--- config.mk ---
export PLATFORM = sky130hd
export DESIGN_NAME = sbfa_alu
export DESIGN_NICKNAME = d
export VERILOG_FILES = /design/src/rtl/sbfa_alu.sv
export SDC_FILE = /design/constraint.sdc
export NUM_CORES = 1
export LEC_CHECK = 0
export BUFFER_PORTS_ARGS = -buffer_cell sky130_fd_sc_hd__buf_2
export CORE_UTILIZATION = 48
export DETAILED_ROUTE_END_ITERATION = 10
export PLACE_DENSITY = 0.95
export SYNTH_ARGS = -nofsm -noshare
export SYNTH_HDL_FRONTEND = slang
export SYNTH_SLANG_ARGS = --single-unit
--- constraint.sdc ---
create_clock -name vclk -period 2.73
set_input_delay 0.1365 -clock vclk [all_inputs]
set_output_delay 0.1365 -clock vclk [all_outputs]
set_load 0.01 [all_outputs]
--- src/rtl/sbfa_alu.sv ---
// shared address adder: every arena access goes through it
// no package dependency
module sbfa_alu (
	input  logic [31:0] a,
	input  logic [31:0] b,
	output logic [31:0] sum
);

	assign sum = a + b;

endmodule

==> flow_summary.yaml <==
worst_setup_path:
  critical_path.max_stage_delay_ns: 0.40
  arrival_ns: 2.49
  worst_path_max_delay_cell: "fa_1"
  critical_path_class: "in2out"
  cpMostUsedCell: "buf_2"
  cp_num_buf_inv: 2
  cp-start-kind: "input port"
  required_ns: 2.59
  critPathMaxFanout: 4
  crit_chain: "buf_2 > ha_1 > fa_1 > a21o_1 > a31o_2 > nand3_1 > o221ai_1 > a311oi_1 > o21bai_1 > xor2_1 > buf_2"
  path_delay_family: "compound AO/OA/AOI/OAI gates"
  cp-end-kind: "primary output"
route:
  via_per_inst: 5.69
  via_count: 2127
  drtPass1Iterations: 4
  routed_wl_um: 4710
  drt-initial-drc-count: 113
  ant_nets: 0
  wire_per_inst_um: 12.6
  drc: 0
hold_path:
  hp-class: "in2out"
layout:
  n_sequential_cell: 0
  drive_above_1_share_pct: 32.9
  fin_util_pct: 66.0
  finalNonFillerCells: 374
  finalInstanceArea_mm2: 0.00225
  area_growth_pct: 29.2
  ff_latch_area_um2: 0
  antenna_cells: 0
  clock_buffers: 0
  layout_common_cells: "buf_2, ha_1, a21oi_1"
  fin_nets: 426
  final_common_cell: "buf_2"
global_routing:
  grt_max_degree: 10
  grt_usage_pct: 24.1
  grt_antenna_before_repair: 0
  grt-ovfl-total: 0
  grt_pass1_vias: 1978
  grt_pass1_wl_um: 8110
floorplanning:
  start_util_pct: 51.1
  design.core.area_mm2: 0.00342
  fp-row-count: 21
  die_h_um: 62.3
  die_x_um: 62.3
  ioPinCount: 96
  die-area_mm2: 0.00388
synthesis:
  synth_top_family_by_area: "compound AO/OA/AOI/OAI gates"
  syn_inst: 241
  ys_warn_count: 0
  synthSimpleGateAreaFrac_pct: 18.3
  synthMuxAreaShare_pct: 1.15
  mappedNetlistNets: 337
  syn_area_mm2: 0.00174
  synth_compound_area_share_pct: 39.3
  yosysSeqAreaShare_pct: 0
  synth_xor_xnor_area_share_pct: 14.1
  syn_area_per_cell_um2: 7.24
  synth.distinct_cells: 50
  synth-adder-area-share_pct: 23.4
place:
  finalWeightedCongestion: 0.910
  dp_hpwl_um: 4030
  dpl_worst_slack_ns: 0.149
  dp_cells: 374
  port_buffers: 96
  place_area_mm2: 0.00225
clock_tree:
  post-cts-setup-buffers: 0
  cts_hold_buf: 0
  post_cts_resize_count: 0
power_and_ir_drop:
  leakage_nw: 1.19
  power.density_mw_per_mm2: 282
  max-vdd-ir-drop_mv: 0.147
timing:
  final-setup-viol-count: 0
  post-route-period-util_pct: 96.1
  drv_slew: 0
  relSlewSlack_pct: 60.6
  timing.fmax_ghz: 0.381
  hold_violations: 0
  layout_setup_ws_ns: 0.106
  worst_slew_pin_slew_ns: 0.577
  setup_tns_ns: 0
  min_period_ns: 2.62
  rsz0062_at_grt: "no"
run_status:
  status: "complete, no violations"
run:
  cap_violations: 0
-- layer usage --
metal  up-vias  track usage, %  part of all wire [%]
li1       1103               -                     -
met1       947            30.0                    44
met2        71            46.2                    50
met3         6            1.10                   4.4
met4         0            3.49                   1.1
met5         -               0                     0
-- worst min-delay path: stages --
cell   delay [ns]
buf_2        0.08
ha_1         0.11
buf_2        0.12
-- kinds of logic after synthesis --
group	Yosys count
mux	2
xor+xnor	28
compound gates	97
simple gates	65
fa+ha+maj	32
buf+inv	17
-- final timing paths --
path / startpoint / endpoint / slack, ns / cells after the start
worst min-delay path: b[0] / sum[0] / 0.58 / 3
worst max-delay path: a[0] / sum[26] / 0.11 / 11
-- where the power goes --
group          switching (mW)  internal [mW]  total (mW)
Clock                       0              0           0
Combinational           0.348          0.287       0.635
Sequential                  0              0           0
-- area by class of cell --
cell class / count / area (µm²)
Multi-Input combinational cell: 224 / 1680
Inverter: 6 / 22.5
Tap cell: 46 / 57.6
Timing Repair Buffer: 98 / 495
Fill cell: 308 / 1160
-- synthesized netlist by cell type (all sizes together) (2+ instances only) --
library cell  number  area (µm²)
ha                31         388
a21oi             29         145
a21o              19         143
nand2             18        67.6
o21ai             15        78.8
xor2              15         131
xnor2             13         114
nor2              12        45.0
nand3             10        50.1
clkbuf             8        30.0
nand4              8        50.1
inv                6        22.5
o21bai             5        48.8
nor3               4        20.0
a211oi             3        22.5
a311oi             3        43.8
a31oi              3        18.8
buf                3        13.8
o211ai             3        22.5
or2                3        18.8
mux2i              2        20.0
nand2b             2        12.5
o21a               2        15.0
o221ai             2        17.5
o311ai             2        17.5
-- per-stage QoR --
step,hold slack [ns],total power [mW]
after floorplan,0.413,0.424
after global placement,0.566,0.618
after detailed placement,0.571,0.630
after CTS,0.579,0.633
after global routing,0.594,0.702
final,0.578,0.635
Note: power is estimated with default switching activity, not from simulation.
