==> src/rtl/sbfa_pkg.sv <==
// shared types and constants for the segregated best-fit allocator
// no dependencies; used by sbfa_seq and the top level
package sbfa_pkg;

	// request kinds on the slave tuser field
	localparam logic [1:0] REQ_ALLOC    = 2'd0;
	localparam logic [1:0] REQ_FREE     = 2'd1;
	localparam logic [1:0] REQ_FREE_ALL = 2'd2;

	// result status codes
	localparam logic [1:0] STAT_OK  = 2'd0;
	localparam logic [1:0] STAT_OOM = 2'd1;
	localparam logic [1:0] STAT_IGN = 2'd2;

	// chunk geometry
	localparam int unsigned MIN_CHUNK   = 16;
	localparam int unsigned CHUNK_SHIFT = 4;
	localparam int unsigned HDR_BYTES   = 8;
	localparam int unsigned MIN_ARENA   = 192;
	// size word of a list head and of the end sentry: min chunk, in use
	localparam logic [31:0] SENTRY_HDR  = 32'h0000_0021;
	localparam logic [16:0] COUNT_MAX   = 17'h1FFFF;

	typedef enum logic [5:0] {
		ST_CLEAR,
		ST_INIT_CHK,
		ST_INIT_HEAD,
		ST_INIT_FIRST0,
		ST_INIT_FIRST1,
		ST_INIT_LAST0,
		ST_INIT_LAST1,
		ST_IDLE,
		ST_A_START,
		ST_A_OUTER,
		ST_A_HEADRD,
		ST_A_INNER,
		ST_A_SIZE,
		ST_A_NEXT,
		ST_A_END,
		ST_A_SPLIT,
		ST_A_SPL0,
		ST_A_SPL1,
		ST_A_SPL2,
		ST_A_MARK,
		ST_F_CHK,
		ST_F_HDR,
		ST_F_PSZ,
		ST_F_PREV,
		ST_F_NEXT,
		ST_F_NEXTCHK,
		ST_F_WR0,
		ST_F_WR1,
		ST_UL_RF,
		ST_UL_RB,
		ST_UL_W1,
		ST_UL_W2,
		ST_LK_R0,
		ST_LK_W0,
		ST_LK_W1,
		ST_LK_R1,
		ST_LK_W2,
		ST_LK_W3,
		ST_RESP
	} state_t;

	// one arena access: byte address is base plus disp through the shared adder
	typedef struct packed {
		logic        we;
		logic        re;
		logic [31:0] base;
		logic [31:0] disp;
		logic [31:0] wdata;
	} mem_req_t;

endpackage

==> src/rtl/sbfa_seq.sv <==
// sequencer and datapath registers for alloc, free and free-all
// depends on sbfa_pkg; drives the arena port through a mem_req_t
module sbfa_seq #(
	parameter int unsigned ARENA_BYTES     = 65536,
	parameter int unsigned FREE_LIST_COUNT = 10
) (
	input  logic               clk,
	input  logic               arst_n,
	input  logic [16:0]        arena_size,
	input  logic               start,
	input  logic [1:0]         req_type,
	input  logic [15:0]        request_size,
	input  logic [15:0]        block_offset,
	output logic               idle,
	output logic               done,
	output logic [1:0]         res_status,
	output logic [15:0]        res_granted,
	output logic [16:0]        count,
	output sbfa_pkg::mem_req_t mem_req,
	input  logic [31:0]        mem_rdata
);

	localparam int unsigned DEPTH      = ARENA_BYTES / 4;
	localparam int unsigned AW         = $clog2(DEPTH);
	localparam int unsigned WALK_LIMIT = ARENA_BYTES / sbfa_pkg::MIN_CHUNK + 1;
	localparam int unsigned SW         = $clog2(WALK_LIMIT + 1);
	localparam int unsigned CW         = $clog2(FREE_LIST_COUNT + 1);
	localparam logic [31:0] FIRST_OFF  = 32'(FREE_LIST_COUNT * sbfa_pkg::MIN_CHUNK);
	localparam logic [31:0] HEAD_SPAN  = 32'((FREE_LIST_COUNT + 1) * sbfa_pkg::MIN_CHUNK);
	localparam logic [31:0] PREV_FLOOR = 32'((FREE_LIST_COUNT - 1) * sbfa_pkg::MIN_CHUNK);
	localparam logic [31:0] ARENA_CAP  = 32'(ARENA_BYTES) & ~32'd3;
	localparam int unsigned MINB_LISTS = (FREE_LIST_COUNT + 2) * sbfa_pkg::MIN_CHUNK;
	localparam logic [31:0] MINB       = 32'((MINB_LISTS > sbfa_pkg::MIN_ARENA) ?
		MINB_LISTS : sbfa_pkg::MIN_ARENA);
	localparam logic [31:0] MINC       = 32'(sbfa_pkg::MIN_CHUNK);

	function automatic logic [CW-1:0] class_of(input logic [31:0] n);
		logic [CW-1:0] r;
		logic          hit;
		r   = CW'(FREE_LIST_COUNT - 1);
		hit = 1'b0;
		for (int l = 0; l < FREE_LIST_COUNT - 1; l++) begin
			if (!hit && n < (MINC << l)) begin
				r   = CW'(l);
				hit = 1'b1;
			end
		end
		return r;
	endfunction

	function automatic logic [31:0] head_of(input logic [CW-1:0] cls);
		return 32'(cls) << sbfa_pkg::CHUNK_SHIFT;
	endfunction

	sbfa_pkg::state_t state_q, state_d, ret_q;
	logic [AW-1:0] clr_q;
	logic          valid_q, from_reset_q;
	logic [16:0]   cnt_q;

	logic [15:0]   req_q, off_q, gr_q;
	logic [1:0]    st_q;
	logic [16:0]   nb_q;
	logic [CW-1:0] i_q;
	logic [1:0]    j_q;
	logic [SW-1:0] steps_q;
	logic          exact_q, have_q;
	logic [31:0]   head_q, c_q, best_q, bsz_q, rem_q, q_q, sz_q, last_q;
	logic [31:0]   prev_q, next_q, p_q, ua_q, f_q, b_q, lh_q, lc_q;

	logic [31:0] rd, rsz, nb32, mem_w, c_w;
	logic [16:0] nb_w;
	logic [17:0] nb_sum;
	logic [32:0] cnt_add;
	logic        init_ok, inner_stop, split_ok, f_bad0, f_bad1, rd_free;
	logic [16:0] cnt_alloc, cnt_free;

	assign rd      = mem_rdata;
	assign rsz     = {1'b0, rd[31:1]};
	assign rd_free = (rd[0] == 1'b0);
	assign nb32    = 32'(nb_q);
	assign nb_sum  = 18'(req_q) + 18'd11;
	assign nb_w    = (nb_sum[17:2] < 16'd4) ? 17'(MINC) : {nb_sum[16:2], 2'b00};
	assign mem_w   = ({15'b0, arena_size[16:2], 2'b00} > ARENA_CAP) ? ARENA_CAP :
		{15'b0, arena_size[16:2], 2'b00};
	assign init_ok = (mem_w >= MINB);
	assign inner_stop = (c_q == head_q) || (steps_q >= SW'(WALK_LIMIT)) || exact_q;
	assign split_ok   = ((bsz_q - nb32) >= MINC);
	assign c_w        = 32'(off_q) - 32'(sbfa_pkg::HDR_BYTES);
	assign f_bad0 = (off_q == 16'd0) || !valid_q || (off_q < 16'(sbfa_pkg::HDR_BYTES)) ||
		(off_q[1:0] != 2'b00) || (c_w < FIRST_OFF) || (c_w >= last_q);
	assign f_bad1 = (sz_q < MINC) || (sz_q[1:0] != 2'b00) || (sz_q > last_q - c_q) ||
		(rd[1:0] != 2'b00) || (rd > c_q) || ((c_q - rd) < PREV_FLOOR);
	assign cnt_add   = 33'(cnt_q) + {1'b0, bsz_q};
	assign cnt_alloc = ((bsz_q > 32'(sbfa_pkg::COUNT_MAX)) ||
		(cnt_add > 33'(sbfa_pkg::COUNT_MAX))) ? sbfa_pkg::COUNT_MAX : cnt_add[16:0];
	assign cnt_free  = (32'(cnt_q) > sz_q) ? (cnt_q - sz_q[16:0]) : 17'd0;

	// next state
	always_comb begin
		state_d = state_q;
		unique case (state_q)
			sbfa_pkg::ST_CLEAR:
				if (clr_q == AW'(DEPTH - 1)) state_d = sbfa_pkg::ST_INIT_CHK;
			sbfa_pkg::ST_INIT_CHK:
				state_d = init_ok ? sbfa_pkg::ST_INIT_HEAD :
					(from_reset_q ? sbfa_pkg::ST_IDLE : sbfa_pkg::ST_RESP);
			sbfa_pkg::ST_INIT_HEAD:
				if (j_q == 2'd3 && i_q == CW'(FREE_LIST_COUNT - 1))
					state_d = sbfa_pkg::ST_INIT_FIRST0;
			sbfa_pkg::ST_INIT_FIRST0: state_d = sbfa_pkg::ST_INIT_FIRST1;
			sbfa_pkg::ST_INIT_FIRST1: state_d = sbfa_pkg::ST_LK_R0;
			sbfa_pkg::ST_INIT_LAST0:  state_d = sbfa_pkg::ST_INIT_LAST1;
			sbfa_pkg::ST_INIT_LAST1:
				state_d = from_reset_q ? sbfa_pkg::ST_IDLE : sbfa_pkg::ST_RESP;
			sbfa_pkg::ST_IDLE:
				if (start) begin
					unique case (req_type)
						sbfa_pkg::REQ_ALLOC:    state_d = sbfa_pkg::ST_A_START;
						sbfa_pkg::REQ_FREE:     state_d = sbfa_pkg::ST_F_CHK;
						sbfa_pkg::REQ_FREE_ALL: state_d = sbfa_pkg::ST_INIT_CHK;
						default:                state_d = sbfa_pkg::ST_RESP;
					endcase
				end
			sbfa_pkg::ST_A_START:
				state_d = valid_q ? sbfa_pkg::ST_A_OUTER : sbfa_pkg::ST_RESP;
			sbfa_pkg::ST_A_OUTER:
				state_d = (i_q >= CW'(FREE_LIST_COUNT) || have_q) ?
					sbfa_pkg::ST_A_END : sbfa_pkg::ST_A_HEADRD;
			sbfa_pkg::ST_A_HEADRD: state_d = sbfa_pkg::ST_A_INNER;
			sbfa_pkg::ST_A_INNER:
				state_d = inner_stop ? sbfa_pkg::ST_A_OUTER : sbfa_pkg::ST_A_SIZE;
			sbfa_pkg::ST_A_SIZE: state_d = sbfa_pkg::ST_A_NEXT;
			sbfa_pkg::ST_A_NEXT: state_d = sbfa_pkg::ST_A_INNER;
			sbfa_pkg::ST_A_END:
				state_d = have_q ? sbfa_pkg::ST_UL_RF : sbfa_pkg::ST_RESP;
			sbfa_pkg::ST_A_SPLIT:
				state_d = split_ok ? sbfa_pkg::ST_A_SPL0 : sbfa_pkg::ST_A_MARK;
			sbfa_pkg::ST_A_SPL0: state_d = sbfa_pkg::ST_A_SPL1;
			sbfa_pkg::ST_A_SPL1: state_d = sbfa_pkg::ST_A_SPL2;
			sbfa_pkg::ST_A_SPL2: state_d = sbfa_pkg::ST_LK_R0;
			sbfa_pkg::ST_A_MARK: state_d = sbfa_pkg::ST_RESP;
			sbfa_pkg::ST_F_CHK:
				state_d = f_bad0 ? sbfa_pkg::ST_RESP : sbfa_pkg::ST_F_HDR;
			sbfa_pkg::ST_F_HDR:
				state_d = rd_free ? sbfa_pkg::ST_RESP : sbfa_pkg::ST_F_PSZ;
			sbfa_pkg::ST_F_PSZ:
				state_d = f_bad1 ? sbfa_pkg::ST_RESP : sbfa_pkg::ST_F_PREV;
			sbfa_pkg::ST_F_PREV:
				state_d = rd_free ? sbfa_pkg::ST_UL_RF : sbfa_pkg::ST_F_NEXT;
			sbfa_pkg::ST_F_NEXT: state_d = sbfa_pkg::ST_F_NEXTCHK;
			sbfa_pkg::ST_F_NEXTCHK:
				state_d = rd_free ? sbfa_pkg::ST_UL_RF : sbfa_pkg::ST_F_WR0;
			sbfa_pkg::ST_F_WR0: state_d = sbfa_pkg::ST_F_WR1;
			sbfa_pkg::ST_F_WR1: state_d = sbfa_pkg::ST_LK_R0;
			sbfa_pkg::ST_UL_RF: state_d = sbfa_pkg::ST_UL_RB;
			sbfa_pkg::ST_UL_RB: state_d = sbfa_pkg::ST_UL_W1;
			sbfa_pkg::ST_UL_W1: state_d = sbfa_pkg::ST_UL_W2;
			sbfa_pkg::ST_UL_W2: state_d = ret_q;
			sbfa_pkg::ST_LK_R0: state_d = sbfa_pkg::ST_LK_W0;
			sbfa_pkg::ST_LK_W0: state_d = sbfa_pkg::ST_LK_W1;
			sbfa_pkg::ST_LK_W1: state_d = sbfa_pkg::ST_LK_R1;
			sbfa_pkg::ST_LK_R1: state_d = sbfa_pkg::ST_LK_W2;
			sbfa_pkg::ST_LK_W2: state_d = sbfa_pkg::ST_LK_W3;
			sbfa_pkg::ST_LK_W3: state_d = ret_q;
			sbfa_pkg::ST_RESP:  state_d = sbfa_pkg::ST_IDLE;
			default:            state_d = sbfa_pkg::ST_IDLE;
		endcase
	end

	// arena access for each state
	always_comb begin
		mem_req = '0;
		unique case (state_q)
			sbfa_pkg::ST_CLEAR: begin
				mem_req.we   = 1'b1;
				mem_req.base = 32'({clr_q, 2'b00});
			end
			sbfa_pkg::ST_INIT_HEAD: begin
				mem_req.we   = 1'b1;
				mem_req.base = head_of(i_q);
				mem_req.disp = 32'({j_q, 2'b00});
				unique case (j_q)
					2'd0:    mem_req.wdata = 32'd0;
					2'd1:    mem_req.wdata = sbfa_pkg::SENTRY_HDR;
					default: mem_req.wdata = head_of(i_q);
				endcase
			end
			sbfa_pkg::ST_INIT_FIRST0: begin
				mem_req.we    = 1'b1;
				mem_req.base  = FIRST_OFF;
				mem_req.wdata = MINC;
			end
			sbfa_pkg::ST_INIT_FIRST1: begin
				mem_req.we    = 1'b1;
				mem_req.base  = FIRST_OFF;
				mem_req.disp  = 32'd4;
				mem_req.wdata = {sz_q[30:0], 1'b0};
			end
			sbfa_pkg::ST_INIT_LAST0: begin
				mem_req.we    = 1'b1;
				mem_req.base  = last_q;
				mem_req.wdata = sz_q;
			end
			sbfa_pkg::ST_INIT_LAST1: begin
				mem_req.we    = 1'b1;
				mem_req.base  = last_q;
				mem_req.disp  = 32'd4;
				mem_req.wdata = sbfa_pkg::SENTRY_HDR;
			end
			sbfa_pkg::ST_A_OUTER: begin
				mem_req.re   = 1'b1;
				mem_req.base = head_of(i_q);
				mem_req.disp = 32'd8;
			end
			sbfa_pkg::ST_A_INNER: begin
				mem_req.re   = 1'b1;
				mem_req.base = c_q;
				mem_req.disp = 32'd4;
			end
			sbfa_pkg::ST_A_SIZE: begin
				mem_req.re   = 1'b1;
				mem_req.base = c_q;
				mem_req.disp = 32'd8;
			end
			sbfa_pkg::ST_A_SPL0: begin
				mem_req.we    = 1'b1;
				mem_req.base  = q_q;
				mem_req.disp  = 32'd4;
				mem_req.wdata = {rem_q[30:0], 1'b0};
			end
			sbfa_pkg::ST_A_SPL1: begin
				mem_req.we    = 1'b1;
				mem_req.base  = q_q;
				mem_req.wdata = nb32;
			end
			sbfa_pkg::ST_A_SPL2: begin
				mem_req.we    = 1'b1;
				mem_req.base  = q_q;
				mem_req.disp  = rem_q;
				mem_req.wdata = rem_q;
			end
			sbfa_pkg::ST_A_MARK: begin
				mem_req.we    = 1'b1;
				mem_req.base  = best_q;
				mem_req.disp  = 32'd4;
				mem_req.wdata = {bsz_q[30:0], 1'b1};
			end
			sbfa_pkg::ST_F_CHK: begin
				mem_req.re   = 1'b1;
				mem_req.base = c_w;
				mem_req.disp = 32'd4;
			end
			sbfa_pkg::ST_F_HDR: begin
				mem_req.re   = 1'b1;
				mem_req.base = c_q;
			end
			sbfa_pkg::ST_F_PSZ: begin
				mem_req.re   = 1'b1;
				mem_req.base = c_q - rd;
				mem_req.disp = 32'd4;
			end
			sbfa_pkg::ST_F_NEXT: begin
				mem_req.re   = 1'b1;
				mem_req.base = next_q;
				mem_req.disp = 32'd4;
			end
			sbfa_pkg::ST_F_WR0: begin
				mem_req.we    = 1'b1;
				mem_req.base  = p_q;
				mem_req.disp  = 32'd4;
				mem_req.wdata = {sz_q[30:0], 1'b0};
			end
			sbfa_pkg::ST_F_WR1: begin
				mem_req.we    = 1'b1;
				mem_req.base  = p_q;
				mem_req.disp  = sz_q;
				mem_req.wdata = sz_q;
			end
			sbfa_pkg::ST_UL_RF: begin
				mem_req.re   = 1'b1;
				mem_req.base = ua_q;
				mem_req.disp = 32'd8;
			end
			sbfa_pkg::ST_UL_RB: begin
				mem_req.re   = 1'b1;
				mem_req.base = ua_q;
				mem_req.disp = 32'd12;
			end
			sbfa_pkg::ST_UL_W1: begin
				mem_req.we    = 1'b1;
				mem_req.base  = f_q;
				mem_req.disp  = 32'd12;
				mem_req.wdata = rd;
			end
			sbfa_pkg::ST_UL_W2: begin
				mem_req.we    = 1'b1;
				mem_req.base  = b_q;
				mem_req.disp  = 32'd8;
				mem_req.wdata = f_q;
			end
			sbfa_pkg::ST_LK_R0, sbfa_pkg::ST_LK_R1: begin
				mem_req.re   = 1'b1;
				mem_req.base = lh_q;
				mem_req.disp = 32'd8;
			end
			sbfa_pkg::ST_LK_W0: begin
				mem_req.we    = 1'b1;
				mem_req.base  = lc_q;
				mem_req.disp  = 32'd8;
				mem_req.wdata = rd;
			end
			sbfa_pkg::ST_LK_W1: begin
				mem_req.we    = 1'b1;
				mem_req.base  = lc_q;
				mem_req.disp  = 32'd12;
				mem_req.wdata = lh_q;
			end
			sbfa_pkg::ST_LK_W2: begin
				mem_req.we    = 1'b1;
				mem_req.base  = rd;
				mem_req.disp  = 32'd12;
				mem_req.wdata = lc_q;
			end
			sbfa_pkg::ST_LK_W3: begin
				mem_req.we    = 1'b1;
				mem_req.base  = lh_q;
				mem_req.disp  = 32'd8;
				mem_req.wdata = lc_q;
			end
			default: mem_req = '0;
		endcase
	end

	// control registers
	always_ff @(posedge clk or negedge arst_n) begin
		if (!arst_n) begin
			state_q      <= sbfa_pkg::ST_CLEAR;
			ret_q        <= sbfa_pkg::ST_IDLE;
			clr_q        <= '0;
			valid_q      <= 1'b0;
			from_reset_q <= 1'b1;
			cnt_q        <= '0;
		end else begin
			state_q <= state_d;
			unique case (state_q)
				sbfa_pkg::ST_CLEAR:      clr_q <= clr_q + AW'(1);
				sbfa_pkg::ST_INIT_CHK:   valid_q <= init_ok;
				sbfa_pkg::ST_INIT_FIRST1: ret_q <= sbfa_pkg::ST_INIT_LAST0;
				sbfa_pkg::ST_IDLE:
					if (start) begin
						from_reset_q <= 1'b0;
						if (req_type == sbfa_pkg::REQ_FREE_ALL) cnt_q <= '0;
					end
				sbfa_pkg::ST_A_END:  ret_q <= sbfa_pkg::ST_A_SPLIT;
				sbfa_pkg::ST_A_SPL2: ret_q <= sbfa_pkg::ST_A_MARK;
				sbfa_pkg::ST_A_MARK: cnt_q <= cnt_alloc;
				sbfa_pkg::ST_F_PSZ:
					if (!f_bad1) cnt_q <= cnt_free;
				sbfa_pkg::ST_F_PREV:    ret_q <= sbfa_pkg::ST_F_NEXT;
				sbfa_pkg::ST_F_NEXTCHK: ret_q <= sbfa_pkg::ST_F_WR0;
				sbfa_pkg::ST_F_WR1:     ret_q <= sbfa_pkg::ST_RESP;
				default: ;
			endcase
		end
	end

	// datapath registers
	always_ff @(posedge clk) begin
		unique case (state_q)
			sbfa_pkg::ST_INIT_CHK: begin
				sz_q   <= mem_w - HEAD_SPAN;
				last_q <= mem_w - MINC;
				i_q    <= '0;
				j_q    <= '0;
			end
			sbfa_pkg::ST_INIT_HEAD: begin
				j_q <= j_q + 2'd1;
				if (j_q == 2'd3) i_q <= i_q + CW'(1);
			end
			sbfa_pkg::ST_INIT_FIRST1: begin
				lh_q <= head_of(class_of(sz_q));
				lc_q <= FIRST_OFF;
			end
			sbfa_pkg::ST_IDLE:
				if (start) begin
					req_q <= request_size;
					off_q <= block_offset;
					gr_q  <= '0;
					unique case (req_type)
						sbfa_pkg::REQ_ALLOC:    st_q <= sbfa_pkg::STAT_OOM;
						sbfa_pkg::REQ_FREE_ALL: st_q <= sbfa_pkg::STAT_OK;
						default:                st_q <= sbfa_pkg::STAT_IGN;
					endcase
				end
			sbfa_pkg::ST_A_START: begin
				nb_q   <= nb_w;
				i_q    <= class_of(32'(nb_w));
				have_q <= 1'b0;
				bsz_q  <= '1;
				best_q <= '0;
			end
			sbfa_pkg::ST_A_OUTER: head_q <= head_of(i_q);
			sbfa_pkg::ST_A_HEADRD: begin
				c_q     <= rd;
				steps_q <= '0;
				exact_q <= 1'b0;
			end
			sbfa_pkg::ST_A_INNER:
				if (inner_stop) i_q <= i_q + CW'(1);
			sbfa_pkg::ST_A_SIZE: begin
				if (rsz == nb32) begin
					best_q  <= c_q;
					bsz_q   <= rsz;
					exact_q <= 1'b1;
				end else if (rsz > nb32 && rsz < bsz_q) begin
					best_q <= c_q;
					bsz_q  <= rsz;
				end
				if (rsz >= nb32) have_q <= 1'b1;
			end
			sbfa_pkg::ST_A_NEXT: begin
				c_q     <= rd;
				steps_q <= steps_q + SW'(1);
			end
			sbfa_pkg::ST_A_END: ua_q <= best_q;
			sbfa_pkg::ST_A_SPLIT: begin
				rem_q <= bsz_q - nb32;
				q_q   <= best_q + nb32;
			end
			sbfa_pkg::ST_A_SPL2: begin
				lh_q  <= head_of(class_of(rem_q));
				lc_q  <= q_q;
				bsz_q <= nb32;
			end
			sbfa_pkg::ST_A_MARK: begin
				gr_q <= best_q[15:0] + 16'(sbfa_pkg::HDR_BYTES);
				st_q <= sbfa_pkg::STAT_OK;
			end
			sbfa_pkg::ST_F_CHK: c_q <= c_w;
			sbfa_pkg::ST_F_HDR: sz_q <= rsz;
			sbfa_pkg::ST_F_PSZ: begin
				prev_q <= c_q - rd;
				next_q <= c_q + sz_q;
				p_q    <= c_q;
				if (!f_bad1) st_q <= sbfa_pkg::STAT_OK;
			end
			sbfa_pkg::ST_F_PREV:
				if (rd_free) begin
					sz_q <= sz_q + rsz;
					p_q  <= prev_q;
					ua_q <= prev_q;
				end
			sbfa_pkg::ST_F_NEXTCHK:
				if (rd_free) begin
					sz_q <= sz_q + rsz;
					ua_q <= next_q;
				end
			sbfa_pkg::ST_F_WR1: begin
				lh_q <= head_of(class_of(sz_q));
				lc_q <= p_q;
			end
			sbfa_pkg::ST_UL_RB: f_q <= rd;
			sbfa_pkg::ST_UL_W1: b_q <= rd;
			default: ;
		endcase
	end

	assign idle        = (state_q == sbfa_pkg::ST_IDLE);
	assign done        = (state_q == sbfa_pkg::ST_RESP);
	assign res_status  = st_q;
	assign res_granted = gr_q;
	assign count       = cnt_q;

endmodule

==> config.mk <==
export PLATFORM = sky130hd
export DESIGN_NAME = sbfa_seq
export DESIGN_NICKNAME = d
export VERILOG_FILES = /design/src/rtl/sbfa_pkg.sv /design/src/rtl/sbfa_seq.sv
export SDC_FILE = /design/constraint.sdc
export NUM_CORES = 2
export LEC_CHECK = 0
export BUFFER_PORTS_ARGS = -buffer_cell sky130_fd_sc_hd__buf_2
export CORE_ASPECT_RATIO = 1.5
export CORE_UTILIZATION = 55
export CTS_CLUSTER_DIAMETER = 80
export CTS_CLUSTER_SIZE = 14
export DETAILED_ROUTE_END_ITERATION = 12
export GPL_TIMING_DRIVEN = 0
export PLACE_DENSITY = 0.73
export SLEW_MARGIN = 15
export SYNTH_ARGS = -nofsm -noshare
export SYNTH_HDL_FRONTEND = slang
export SYNTH_SLANG_ARGS = --single-unit
==> constraint.sdc <==
create_clock -name clk -period 7.6 [get_ports clk]
set_clock_uncertainty 0.1 [all_clocks]
set_input_delay 0.76 -clock clk [delete_from_list [all_inputs] [get_ports clk]]
set_output_delay 0.76 -clock clk [all_outputs]
set_load 0.01 [all_outputs]
==> metrics.cfg <==
[place]
gp_congestion = 1.11
count_of_input_and_output_buffers = 216
hpwlAfterDp_mm = 147
dp.cells = 5254

[die]
floorplan.die.width_um = 222
floorplan.io_pins = 221
coreArea_mm2 = 0.0715
core.rowCount = 120
initial_utilization_pct = 55.7
die_area_mm2 = 0.0734
die_height_um = 331

[drt]
drt_first_iter_violations = 5602
detail_route.first_pass.iterations = 9
antenna_violating_nets_post_route = 0
detail_route.vias_per_cell = 7.16
routed_wire_length_per_instance_um = 34.4
post-route-drc-count = 0
finalWirelength_mm = 184
routed_via_count = 38227

[synthesis]
synthesis.area_per_instance_um2 = 9.69
synth-warning-count = 0
synthAdderAreaFrac_pct = 9.63
flip_flop_and_latch_count_after_synthesis = 571
synthXorXnorAreaFrac_pct = 5.53
synth_top_family_by_area = compound AO/OA/AOI/OAI gates
synth_edf_count = 526
synthesis.area_mm2 = 0.0398
synthFlopType = sky130_fd_sc_hd__edfxtp_1
gate_count_after_technology_mapping = 4103
mux_share_of_post_synthesis_cell_area_pct = 1.24
synth_sequential_area_ratio_pct = 42.6
synthDistinctLibCells = 79
synth-compound-area-share_pct = 22.2
syn-num-nets = 4491
synth_simple_gate_area_share_pct = 14.9
synth-async-reset-ratio_pct = 7.88

[clocking]
cts.reportedPaths.clkPinSlew_ns = 0.07
worst_skew_pair.late_latency_ns = 0.65
ctsHtreeMaxLevel = 2
cts-root-buf = sky130_fd_sc_hd__clkbuf_16
clkSinkCount = 571
cts_tree = done
clock_path_buffers = 3
numCtsBuffers = 49
cts_hold_buf = 0

[global_route]
top_usage_layer = met2
grt_use_total_pct = 49.1
use_met3_pct = 11.1
antenna_violations_before_repair = 1
gr-usage-met1_pct = 56.2
grt_max_degree = 46
groute.layer.met2.usage_pct = 76.1
grt_first_pass_wirelength_mm = 257
gr-total-overflow = 0
first_global_vias = 36791

[timing]
rsz0062_at_grt = false
fmaxAchievable_ghz = 0.134
worstMarginPinSlew_ns = 1.39
worst_hold_slack_ns = 0.0729
min_period_over_period_pct = 98.0
setup_viol = 0
relSlewSlack_pct = 6.96
final_max_slew_viol_count = 0
layout_min_cycle_time_ns = 7.45
hold_violations = 0

[finish]
layoutNonFillerInstCount = 5341
multiInputGateArea_mm2 = 0.0214
fraction_of_layout_cells_with_a_size_suffix_above_1_pct = 8.83
most-common-layout-cells = 526 x sky130_fd_sc_hd__edfxtp_1, 375 x sky130_fd_sc_hd__nand2_1, 295 x sky130_fd_sc_hd__ha_1
fillers = 6263
seq_area_mm2 = 0.0169
mostFrequentLayoutCell = sky130_fd_sc_hd__edfxtp_1
finish.utilization_pct = 61.6
final_nets = 4781
diodes = 0
p_r_area_growth_vs_syn_pct = 10.7

[setup_path]
critPathRequiredTime_ns = 8.02
worstSetupPathType = reg -> reg
worst_setup_path_start_kind = flip-flop
worstReg2RegEnd = count[14]
worst_r2r_path_depth = 27
timing.critical_path.from = c_q[3]
crit_fanout = 10
regToRegSetupSlack_ns = 0.15
worst_ep_arrival_time_ns = 7.86
worstSetupEndpointType = flip-flop
rr_startpoint = c_q[3]

[run]
timing.max_cap.violations = 0

[status]
outcome = finished, final reports clean

[worst_hold_path]
worstHoldPathType = in -> async

[power]
pwr_density_cell_mw_per_mm2 = 250
vdd_drop_max_mv = 0.218
static-leakage-power_nw = 17.6

## synth_stat cells (10+ instances only)
library cell	number	share of area [%]
sky130_fd_sc_hd__a221o_1	19	0.48
sky130_fd_sc_hd__a211o_1	11	0.24
sky130_fd_sc_hd__xnor2_1	147	3.2
sky130_fd_sc_hd__edfxtp_1	526	40
sky130_fd_sc_hd__a21oi_1	268	3.4
sky130_fd_sc_hd__a22o_1	91	2.0
sky130_fd_sc_hd__o31ai_1	26	0.49
sky130_fd_sc_hd__a21o_1	115	2.2
sky130_fd_sc_hd__a221oi_1	65	1.4
sky130_fd_sc_hd__clkbuf_1	170	1.6
sky130_fd_sc_hd__inv_1	234	2.2
sky130_fd_sc_hd__o21bai_1	24	0.45
sky130_fd_sc_hd__o22ai_1	14	0.22
sky130_fd_sc_hd__o21ai_0	246	3.1
sky130_fd_sc_hd__nor4_1	37	0.58
sky130_fd_sc_hd__or3_1	21	0.33
sky130_fd_sc_hd__xor2_1	104	2.3
sky130_fd_sc_hd__ha_1	295	9.3
sky130_fd_sc_hd__a22oi_1	105	2.0
sky130_fd_sc_hd__or4_1	11	0.21
sky130_fd_sc_hd__a31oi_1	22	0.35
sky130_fd_sc_hd__mux2_2	11	0.31
sky130_fd_sc_hd__nand4_1	61	0.96
sky130_fd_sc_hd__nor2_1	275	2.6
sky130_fd_sc_hd__nand3_1	167	2.1
sky130_fd_sc_hd__buf_1	15	0.14
sky130_fd_sc_hd__a211oi_1	41	0.77
sky130_fd_sc_hd__mux2_4	10	0.38
sky130_fd_sc_hd__nand2_1	375	3.5
sky130_fd_sc_hd__o21a_1	40	0.75
sky130_fd_sc_hd__nor2b_1	37	0.58
sky130_fd_sc_hd__or2_2	25	0.39
sky130_fd_sc_hd__dfrtp_1	41	2.6
sky130_fd_sc_hd__nand2b_1	34	0.53
sky130_fd_sc_hd__a2111oi_0	10	0.22
sky130_fd_sc_hd__a31o_2	10	0.22
sky130_fd_sc_hd__a222oi_1	57	1.4
sky130_fd_sc_hd__mux2i_1	22	0.55
sky130_fd_sc_hd__and2_1	25	0.39
sky130_fd_sc_hd__nor3_1	86	1.1
sky130_fd_sc_hd__and3_1	48	0.75
sky130_fd_sc_hd__o211ai_1	30	0.57
## metal layers
| metal | vias to the layer above | wire length (um) |
|---|---|---|
| li1 | 16225 | - |
| met1 | 18283 | 60000 |
| met2 | 2894 | 80500 |
| met3 | 823 | 22600 |
| met4 | 2 | 20600 |
| met5 | - | 9 |
## power breakdown
| group | internal, mW | total, mW | switching [mW] |
|---|---|---|---|
| clock | 1.35 | 2.63 | 1.29 |
| sequential | 3.75 | 4.21 | 0.461 |
| combinational | 1.41 | 4.16 | 2.76 |
| total | 6.51 | 11.0 | 4.51 |
## worst max-delay path, stage by stage, from the launching register on
cell	delay [ns]
sky130_fd_sc_hd__edfxtp_1	0.56
sky130_fd_sc_hd__inv_1	0.16
sky130_fd_sc_hd__ha_1	0.38
sky130_fd_sc_hd__a21oi_1	0.24
sky130_fd_sc_hd__a21oi_1	0.15
sky130_fd_sc_hd__o31ai_1	0.33
sky130_fd_sc_hd__a31oi_1	0.25
sky130_fd_sc_hd__nand3_1	0.22
sky130_fd_sc_hd__a21oi_1	0.15
sky130_fd_sc_hd__a41o_1	0.29
sky130_fd_sc_hd__or4_1	0.45
sky130_fd_sc_hd__a31oi_1	0.23
sky130_fd_sc_hd__o21bai_1	0.10
sky130_fd_sc_hd__xnor2_1	0.14
sky130_fd_sc_hd__ha_1	0.31
sky130_fd_sc_hd__nand4_1	0.13
sky130_fd_sc_hd__nor3_2	0.36
sky130_fd_sc_hd__nand2_1	0.17
sky130_fd_sc_hd__nor3_1	0.40
sky130_fd_sc_hd__o31ai_1	0.29
sky130_fd_sc_hd__nand4_1	0.25
sky130_fd_sc_hd__a21oi_1	0.23
sky130_fd_sc_hd__o21ai_0	0.22
sky130_fd_sc_hd__a31oi_4	0.06
sky130_fd_sc_hd__buf_12	0.19
sky130_fd_sc_hd__o21ai_4	0.39
sky130_fd_sc_hd__buf_8	0.24
sky130_fd_sc_hd__mux2_4	0.31
## stage by stage
| step | setup TNS, ns | area [um2] | setup WS (ns) | total power, mW |
|---|---|---|---|---|
| after floorplan | 0 | 39800 | 1.63 | 6.47 |
| after global placement | -36.85 | 42000 | -4.56 | 8.12 |
| after detailed placement | -6.95 | 42500 | -0.441 | 8.20 |
| after CTS | 0 | 44000 | 0.0413 | 10.8 |
| after global routing | 0 | 44000 | 0.121 | 11.3 |
| final | 0 | 44000 | 0.155 | 11.0 |
## how the worst max path moves through the flow
stage | endpoint | cells after the start
after floorplan | state_q[0] | 12
final | count[14] | 27
after global placement | state_q[0] | 11
after detailed placement | count[7] | 24
after global routing | count[14] | 27
after CTS | count[14] | 27
## logic make-up after synthesis
family | count (synthesis)
compound gates | 1275
buf+inv | 421
simple gates | 1240
fa+ha+maj | 302
xor+xnor | 251
flops | 571
mux | 43
## timing repair
| action | in CTS | in global routing |
|---|---|---|
| gates resized for setup | 3 | 1 |
| endpoints found under the setup margin | 22 | 10 |
| setup buffers | 1 | 0 |
## final cells by class
type / instances / area share, %
multi-input cells: 3111 / 48.6
flip-flops and latches: 571 / 38.4
repair buffers: 239 / 3.35
clock buffers: 74 / 3.02
well taps: 915 / 2.60
inverters: 234 / 1.99
plain buffers: 187 / 1.64
clock inverters: 10 / 0.395
Note: power is estimated with default switching activity, not from simulation.
